## src/rtl/core/uapw_pkg.sv

```systemverilog
`default_nettype none

package uapw_pkg;

    // Walk phase: which level's entry the walk is waiting for
    typedef enum logic [2:0] {
        PH_IDLE = 3'd0,
        PH_L4   = 3'd1,
        PH_L3   = 3'd2,
        PH_L2   = 3'd3,
        PH_L1   = 3'd4
    } t_phase;

    // Input tuser codes
    localparam logic MODE_REQ = 1'b0;
    localparam logic MODE_RSP = 1'b1;

    // Output tuser codes
    localparam logic KIND_READ    = 1'b0;
    localparam logic KIND_VERDICT = 1'b1;

    // Configuration register indexes
    localparam int unsigned CFG_IDX_W = 2;
    localparam logic [CFG_IDX_W-1:0] CFG_ROOT  = 2'd0;
    localparam logic [CFG_IDX_W-1:0] CFG_WBASE = 2'd1;
    localparam logic [CFG_IDX_W-1:0] CFG_WTOP  = 2'd2;

    // Entry flag bit positions
    localparam int unsigned BIT_P  = 0;
    localparam int unsigned BIT_U  = 2;
    localparam int unsigned BIT_PS = 7;

    localparam int unsigned PA_W    = 52;  // physical address
    localparam int unsigned VA_W    = 48;  // user window address space
    localparam int unsigned PG_OFS  = 12;  // 4 KiB pages
    localparam int unsigned TBL_W   = PA_W - PG_OFS;  // table frame number
    localparam int unsigned VPN_W   = VA_W - PG_OFS;  // virtual page number
    localparam int unsigned IDX_W   = 9;   // 512 entries per table

    typedef struct packed {
        logic [TBL_W-1:0] root_frame;
        logic [VA_W-1:0]  win_base;
        logic [VA_W-1:0]  win_top;
    } t_cfg;

    typedef struct packed {
        t_phase           phase;
        logic [VPN_W-1:0] cursor_pg;   // page under check
        logic [VA_W-1:0]  range_end;   // first byte past the range
    } t_walk_state;

    typedef struct packed {
        logic            valid;
        logic            kind;
        logic [PA_W-1:0] addr;
        logic            ok;
    } t_result;

endpackage

`default_nettype wire

```

## src/rtl/core/uapw_step.sv

```systemverilog
`default_nettype none

module uapw_step (
    input  wire  uapw_pkg::t_cfg        i_cfg,
    input  wire  uapw_pkg::t_walk_state i_state,
    input  wire                         i_mode,
    input  wire  [63:0]                 i_virt_addr,
    input  wire  [63:0]                 i_range_length,
    input  wire  [63:0]                 i_entry_data,
    output uapw_pkg::t_walk_state       o_state,
    output uapw_pkg::t_result           o_result
);
    import uapw_pkg::*;

    function automatic t_result read_req(input logic [TBL_W-1:0] frame,
                                         input logic [IDX_W-1:0] idx);
        t_result r;
        r.valid = 1'b1;
        r.kind  = KIND_READ;
        r.addr  = {frame, idx, 3'b000};
        r.ok    = 1'b0;
        return r;
    endfunction

    function automatic t_result verdict(input logic ok);
        t_result r;
        r.valid = 1'b1;
        r.kind  = KIND_VERDICT;
        r.addr  = '0;
        r.ok    = ok;
        return r;
    endfunction

    logic             va_hi_set;
    logic             len_hi_set;
    logic             out_of_window;
    logic [VA_W-1:0]  room;
    logic [VPN_W:0]   next_pg;
    logic             more_pages;

    // Window test: va in [base, top) and len <= top - va
    assign va_hi_set  = |i_virt_addr[63:VA_W];
    assign len_hi_set = |i_range_length[63:VA_W];
    assign room       = i_cfg.win_top - i_virt_addr[VA_W-1:0];
    assign out_of_window = (!va_hi_set && (i_virt_addr[VA_W-1:0] < i_cfg.win_base))
                         || va_hi_set
                         || (i_virt_addr[VA_W-1:0] >= i_cfg.win_top)
                         || len_hi_set
                         || (i_range_length[VA_W-1:0] > room);

    assign next_pg    = {1'b0, i_state.cursor_pg} + {{VPN_W{1'b0}}, 1'b1};
    assign more_pages = {next_pg, {PG_OFS{1'b0}}} < {1'b0, i_state.range_end};

    always_comb begin
        o_state  = i_state;
        o_result = '0;
        if (i_mode == MODE_REQ) begin
            if (i_state.phase == PH_IDLE) begin
                if (i_range_length == '0) begin
                    o_result = verdict(1'b1);
                end else if (out_of_window) begin
                    o_result = verdict(1'b0);
                end else begin
                    o_state.cursor_pg = i_virt_addr[VA_W-1:PG_OFS];
                    o_state.range_end = i_virt_addr[VA_W-1:0] + i_range_length[VA_W-1:0];
                    o_state.phase     = PH_L4;
                    o_result = read_req(i_cfg.root_frame, i_virt_addr[47:39]);
                end
            end
        end else begin
            unique case (i_state.phase)
                PH_L4: begin
                    if (i_entry_data[PA_W-1:PG_OFS] == '0) begin
                        o_state.phase = PH_IDLE;
                        o_result      = verdict(1'b0);
                    end else begin
                        o_state.phase = PH_L3;
                        o_result = read_req(i_entry_data[PA_W-1:PG_OFS],
                                            i_state.cursor_pg[26:18]);
                    end
                end
                PH_L3: begin
                    if (!i_entry_data[BIT_P]) begin
                        o_state.phase = PH_IDLE;
                        o_result      = verdict(1'b0);
                    end else begin
                        o_state.phase = PH_L2;
                        o_result = read_req(i_entry_data[PA_W-1:PG_OFS],
                                            i_state.cursor_pg[17:9]);
                    end
                end
                PH_L2: begin
                    if (!i_entry_data[BIT_P] || i_entry_data[BIT_PS]) begin
                        o_state.phase = PH_IDLE;
                        o_result      = verdict(1'b0);
                    end else begin
                        o_state.phase = PH_L1;
                        o_result = read_req(i_entry_data[PA_W-1:PG_OFS],
                                            i_state.cursor_pg[8:0]);
                    end
                end
                PH_L1: begin
                    if (!i_entry_data[BIT_P] || !i_entry_data[BIT_U]) begin
                        o_state.phase = PH_IDLE;
                        o_result      = verdict(1'b0);
                    end else begin
                        o_state.cursor_pg = next_pg[VPN_W-1:0];
                        if (more_pages) begin
                            o_state.phase = PH_L4;
                            o_result = read_req(i_cfg.root_frame, next_pg[35:27]);
                        end else begin
                            o_state.phase = PH_IDLE;
                            o_result      = verdict(1'b1);
                        end
                    end
                end
                default: begin
                    // stray response while idle: dropped
                    o_state.phase = PH_IDLE;
                end
            endcase
        end
    end

endmodule

`default_nettype wire

```

## src/rtl/core/user_access_page_walk_check.sv

```systemverilog
`default_nettype none
// Channel    | Dir | Handshake                     | Payload
// -----------+-----+-------------------------------+------------------------------------------
// s_axis     | in  | s_axis_tvalid / s_axis_tready | tuser: mode; tdata: va, length, entry
// m_axis     | out | m_axis_tvalid / m_axis_tready | tuser: result kind; tdata: addr, ok
// cfg write  | in  | i_cfg_valid / o_cfg_ready     | i_cfg_index, i_cfg_data
//
// One request per cycle while the output register is not stalled: each request is
// decoded in the cycle it is taken and its result lands in the output register on that edge.
// The output register is the only stall point: a new request is taken whenever
// it is empty or being drained in the same cycle.
// Reset (synchronous, active low) returns the walk to idle, empties the output
// register and clears the configuration registers. Config writes are always taken.

module user_access_page_walk_check (
    input  wire          i_clk,
    input  wire          i_rst_n,
    // request stream
    input  wire          s_axis_tvalid,
    output logic         s_axis_tready,
    input  wire  [191:0] s_axis_tdata,   // [63:0] virt_addr, [127:64] range_length,
                                         // [191:128] entry_data
    input  wire          s_axis_tuser,   // [0] mode (0 check, 1 entry response)
    // result stream
    output logic         m_axis_tvalid,
    input  wire          m_axis_tready,
    output logic [55:0]  m_axis_tdata,   // [51:0] read_address, [52] access_ok, zero pad
    output logic         m_axis_tuser,   // [0] result_kind (0 read, 1 verdict)
    // configuration writes
    input  wire          i_cfg_valid,
    output logic         o_cfg_ready,
    input  wire  [uapw_pkg::CFG_IDX_W-1:0] i_cfg_index,
    input  wire  [uapw_pkg::PA_W-1:0]      i_cfg_data
);
    import uapw_pkg::*;

    // configuration
    t_cfg r_cfg;

    // walk state
    t_phase           r_phase;
    logic [VPN_W-1:0] r_cursor_pg;
    logic [VA_W-1:0]  r_range_end;

    // output register
    logic             r_out_valid;
    logic             r_out_kind;
    logic [PA_W-1:0]  r_out_addr;
    logic             r_out_ok;

    t_walk_state cur_state;
    t_walk_state n_state;
    t_result     n_result;
    logic        req_take;

    assign cur_state.phase     = r_phase;
    assign cur_state.cursor_pg = r_cursor_pg;
    assign cur_state.range_end = r_range_end;

    uapw_step u_step (
        .i_cfg          (r_cfg),
        .i_state        (cur_state),
        .i_mode         (s_axis_tuser),
        .i_virt_addr    (s_axis_tdata[63:0]),
        .i_range_length (s_axis_tdata[127:64]),
        .i_entry_data   (s_axis_tdata[191:128]),
        .o_state        (n_state),
        .o_result       (n_result)
    );

    // take a request when the output slot is free or draining this cycle
    assign s_axis_tready = !r_out_valid || m_axis_tready;
    assign req_take      = s_axis_tvalid && s_axis_tready;
    assign o_cfg_ready   = 1'b1;

    always_ff @(posedge i_clk) begin
        if (!i_rst_n) begin
            r_cfg <= '0;
        end else if (i_cfg_valid) begin
            unique case (i_cfg_index)
                CFG_ROOT:  r_cfg.root_frame <= i_cfg_data[PA_W-1:PG_OFS];
                CFG_WBASE: r_cfg.win_base   <= i_cfg_data[VA_W-1:0];
                CFG_WTOP:  r_cfg.win_top    <= i_cfg_data[VA_W-1:0];
                default:   ;
            endcase
        end
    end

    always_ff @(posedge i_clk) begin
        if (!i_rst_n) begin
            r_phase     <= PH_IDLE;
            r_out_valid <= 1'b0;
        end else if (req_take) begin
            r_phase     <= n_state.phase;
            r_out_valid <= n_result.valid;
        end else if (m_axis_tready) begin
            r_out_valid <= 1'b0;
        end
    end

    // datapath registers, no reset needed
    always_ff @(posedge i_clk) begin
        if (req_take) begin
            r_cursor_pg <= n_state.cursor_pg;
            r_range_end <= n_state.range_end;
            if (n_result.valid) begin
                r_out_kind <= n_result.kind;
                r_out_addr <= n_result.addr;
                r_out_ok   <= n_result.ok;
            end
        end
    end

    assign m_axis_tvalid = r_out_valid;
    assign m_axis_tuser  = r_out_kind;
    assign m_axis_tdata  = {3'b000, r_out_ok, r_out_addr};

`ifndef SYNTHESIS
    // a pending read request always means a walk is in flight
    a_read_busy: assert property (@(posedge i_clk) disable iff (!i_rst_n)
        (r_out_valid && r_out_kind == KIND_READ) |-> (r_phase != PH_IDLE))
        else $error("read request pending while walk idle");

    // a pending verdict always means the walk has ended
    a_verdict_idle: assert property (@(posedge i_clk) disable iff (!i_rst_n)
        (r_out_valid && r_out_kind == KIND_VERDICT) |-> (r_phase == PH_IDLE))
        else $error("verdict pending while walk busy");

    // a read request never carries a pass flag
    a_read_no_ok: assert property (@(posedge i_clk) disable iff (!i_rst_n)
        (r_out_valid && r_out_kind == KIND_READ) |-> !r_out_ok)
        else $error("read request with access_ok set");

    // held result blocks new requests
    a_stall_blocks: assert property (@(posedge i_clk) disable iff (!i_rst_n)
        (r_out_valid && !m_axis_tready) |-> !s_axis_tready)
        else $error("request taken while result stalled");
`endif

endmodule

`default_nettype wire
```

## config.mk

```make
export PLATFORM = sky130hd
export DESIGN_NAME = user_access_page_walk_check
export DESIGN_NICKNAME = d
export VERILOG_FILES = /design/src/rtl/core/uapw_pkg.sv /design/src/rtl/core/uapw_step.sv /design/src/rtl/core/user_access_page_walk_check.sv
export SDC_FILE = /design/constraint.sdc
export NUM_CORES = 1
export LEC_CHECK = 0
export ABC_AREA = 0
export BUFFER_PORTS_ARGS = -buffer_cell sky130_fd_sc_hd__buf_4
export CELL_PAD_IN_SITES_DETAIL_PLACEMENT = 0
export CELL_PAD_IN_SITES_GLOBAL_PLACEMENT = 2
export CORE_ASPECT_RATIO = 0.9
export CORE_MARGIN = 2
export CORE_UTILIZATION = 32
export DETAILED_ROUTE_END_ITERATION = 10
export PLACE_DENSITY_LB_ADDON = 0.08
export SLEW_MARGIN = 20
export SYNTH_ARGS = -nofsm -noshare
export SYNTH_HDL_FRONTEND = slang
export SYNTH_SLANG_ARGS = --single-unit
```

## constraint.sdc

```tcl
create_clock -name i_clk -period 8.2 [get_ports i_clk]
set_clock_uncertainty 0.15 [all_clocks]
set_input_delay 0.41 -clock i_clk [delete_from_list [all_inputs] [get_ports i_clk]]
set_output_delay 0.41 -clock i_clk [all_outputs]
set_load 0.02 [all_outputs]
```

==> out/qor.yml <==
antenna_left: 0
crit_chain: "ha_1, a21o_1, a21oi_1, o31a_1, o22ai_1, o211ai_1, a21oi_1, o31ai_1, a22oi_1, buf_4, mux2i_1, a2111oi_0, ha_1, a21o_1, a21o_1, a21o_1, a21o_1, a221oi_1, o221ai_1, a221o_1, nor4_4, or2_1, buf_4, a22o_1"
rsz0062_at_grt: "false"
startpoint_type: "flip-flop"
portBuffers: 283
synthXorXnorAreaFrac_pct: 5.29
p_per_area_nw_per_um2: 155
placed_cells_incl_taps: 3257
crit_fanout: 40
layout.nets: 3073
place.gp.congestion: 0.888
routed_wl_mm: 69.4
yosysTopAreaCell: "edfxtp_1"
crit_buf_inv: 2
dpl_cell_area_um2: 22700
drv_slew: 0
grt_max_degree: 90
drc: 0
synth-async-reset-ratio_pct: 0
end_kind: "flip-flop"
multi_input_area_um2: 12000
synth_cell_types: 75
synth.area.mux_share_pct: 0.107
status: "complete, no violations"
num_rows: 86
tritoncts: "built"
cpMostUsedCell: "a21o_1"
start_util_pct: 32.4
grt_first_pass_wirelength_mm: 103
dp_hpwl_mm: 55.5
cp_top_family: "compound AO/OA/AOI/OAI gates"
grt_pass1_vias: 17337
layout_commonest_cell: "nand2_1"
switching_share_pct: 28.9
wl_per_cell_um: 20.3
clkTransAtPathRegs_ps: 60
synth_edf_count: 135
synth_seq_cells: 275
synth.avg_cell_area_um2: 8.77
min_path_type: "in2reg"
vias: 17856
drive_gt1_share_pct: 14.1
die_area_um2: 64100
cp_data_required_time_ps: 8470
yosysSeqAreaShare_pct: 34.5
hold_viol: 0
track_usage_pct: 21.3
maxCapViolations: 0
drtIter0Drc: 1022
finalNonFillerCells: 3412
cts-root-buf: "clkbuf_16"
final.period_utilization_pct: 82.3
layout_common_cells: "374 x nand2_1, 297 x buf_4, 227 x ha_1, 171 x inv_1, 141 x a21boi_0"
tightest_slew_ps: 1070
seqPwrFrac_pct: 39.2
p_leak_nw: 10.5
max-vdd-ir-drop_uv: 120
syn_area_um2: 19900
antenna_found_initial: 0
cp.arrival_ps: 7020
yosys.area_share.simple_pct: 16.4
clock_path_buffers: 3
regArea_um2: 6860
synth_flop_cell: "dfxtp_1"
clock_latency_ps: 560
fin_crit_ps: 6750
relSlewSlack_pct: 28.8
vias_per_cell: 5.23
path_class: "reg2reg"
p_total_mw: 3.84
p_int_mw: 2.73
yosysWarningCount: 0
switching_power_mw: 1.11
syn_inst: 2263
cts_inserted_buffers: 36
fmax_mhz: 148
setup_tns_ps: 0
finalSetupViolations: 0
comb_power_share_pct: 21.3
synth-adder-area-share_pct: 14.5
stdcell_area_um2: 24800
die_y_um: 240
grt-ovfl-total: 0
cts_sinks: 275
core_area_um2: 61300
clockPowerShare_pct: 39.5
yosys.area.top_type_share_pct: 20.4
die_w_um: 267
drtPass1Iterations: 7
ios: 312
synth_top_family_by_area: "compound AO/OA/AOI/OAI gates"
cp_slowest_cell: "a2111oi_0"
cts_max_level: 2
area.growth.synth_to_final_pct: 24.7
cp_slowest_stage_delay_ps: 480
synth_compound_area_share_pct: 23.5
synth_area_leaders: "edfxtp_1 20%, ha_1 14%, dfxtp_1 14%"
fillers: 6216
## cells in the mapped netlist (11+ instances only)
master,instances
o21a_1,16
a21oi_1,122
buf_4,12
inv_1,171
nand2_1,374
o21bai_1,13
nand2b_1,14
nor2b_1,21
xor2_1,44
a31oi_1,16
xnor2_1,76
nor2_1,81
a21o_1,109
o21ai_1,14
dfxtp_1,140
a221o_1,14
nand3_1,39
clkbuf_1,76
a21boi_0,141
edfxtp_1,135
a211oi_1,11
o21ai_0,51
a22o_1,75
nor3_1,22
and3_1,22
nand4_1,52
ha_1,227
nor4_1,39
## worst register-to-register path, cell delays in order (launching register included)
cell	delay (ps)
dfxtp_1	410
ha_1	380
a21o_1	220
a21oi_1	180
o31a_1	170
o22ai_1	140
o211ai_1	300
a21oi_1	120
o31ai_1	370
a22oi_1	120
buf_4	180
mux2i_1	110
a2111oi_0	480
ha_1	340
a21o_1	160
a21o_1	170
a21o_1	170
a21o_1	170
a221oi_1	410
o221ai_1	210
a221o_1	400
nor4_4	290
or2_1	280
buf_4	460
a22o_1	240
## registers in the layout, indices dropped and copies added (netlist names)
signal	count
r_phase	3
r_out_addr	49
r_out_ok	1
r_range_end	48
m_axis_tvalid	1
r_cfg	136
r_cursor_pg	36
m_axis_tuser	1
## area by class of cell
type                            count  area share [%]
Antenna cell                        2          0.0202
Clock buffer                       55            4.21
Clock inverter                      9           0.445
Inverter                          172            2.61
Multi-Input combinational cell   1720            48.3
Sequential cell                   275            27.7
Tap cell                          792            4.00
Timing Repair Buffer              387            12.7
## layer usage
layer	wire, µm	global-route usage [%]
met1	34400	30.8
met2	29600	32.2
met3	3150	2.93
met4	2300	7.32
met5	0	0
## power groups by stage
stage	clock network [mW]	logic, mW	registers [mW]
finish	1.52	0.818	1.51
global route	1.62	0.907	1.51
CTS	1.57	0.820	1.51
detailed placement	0	0.783	1.54
global placement	0	0.774	1.54
floorplan	0	0.458	1.55
## logic make-up after synthesis
logic type | Yosys count
simple gates | 704
compound gates | 658
flops | 275
buf+inv | 273
fa+ha+maj | 229
xor+xnor | 120
other cells | 2
mux | 2
## worst paths after layout
check	from	to	slack, ps	cells after the start
min	s_axis_tdata[153]	r_out_addr[25]$_DFFE_PP_	40	2
min reg2reg	r_cfg[91]$_SDFFE_PN0P_	r_cfg[91]$_SDFFE_PN0P_	310	2
max reg2reg	r_cfg[9]$_SDFFE_PN0P_	r_out_addr[41]$_DFFE_PP_	1450	24
max	r_cfg[9]$_SDFFE_PN0P_	r_out_addr[41]$_DFFE_PP_	1450	24
## metrics by stage
step	hold WS, ps	worst slack [ps]	util [%]
5_1_grt	15.0	1060	40.3
4_1_cts	3.84	1430	40.3
2_1_floorplan	293	323	-
3_5_place_dp	310	1200	37.0
3_3_place_gp	303	1210	37.0
6_report	36.6	1450	40.4
## timing repair
action	in CTS	in global routing
gates resized for setup	0	0
endpoints found under the hold margin	170	0
setup endpoints to repair	0	0
setup buffers	0	0
hold buffers	89	0
Note: power is estimated with default switching activity, not from simulation.
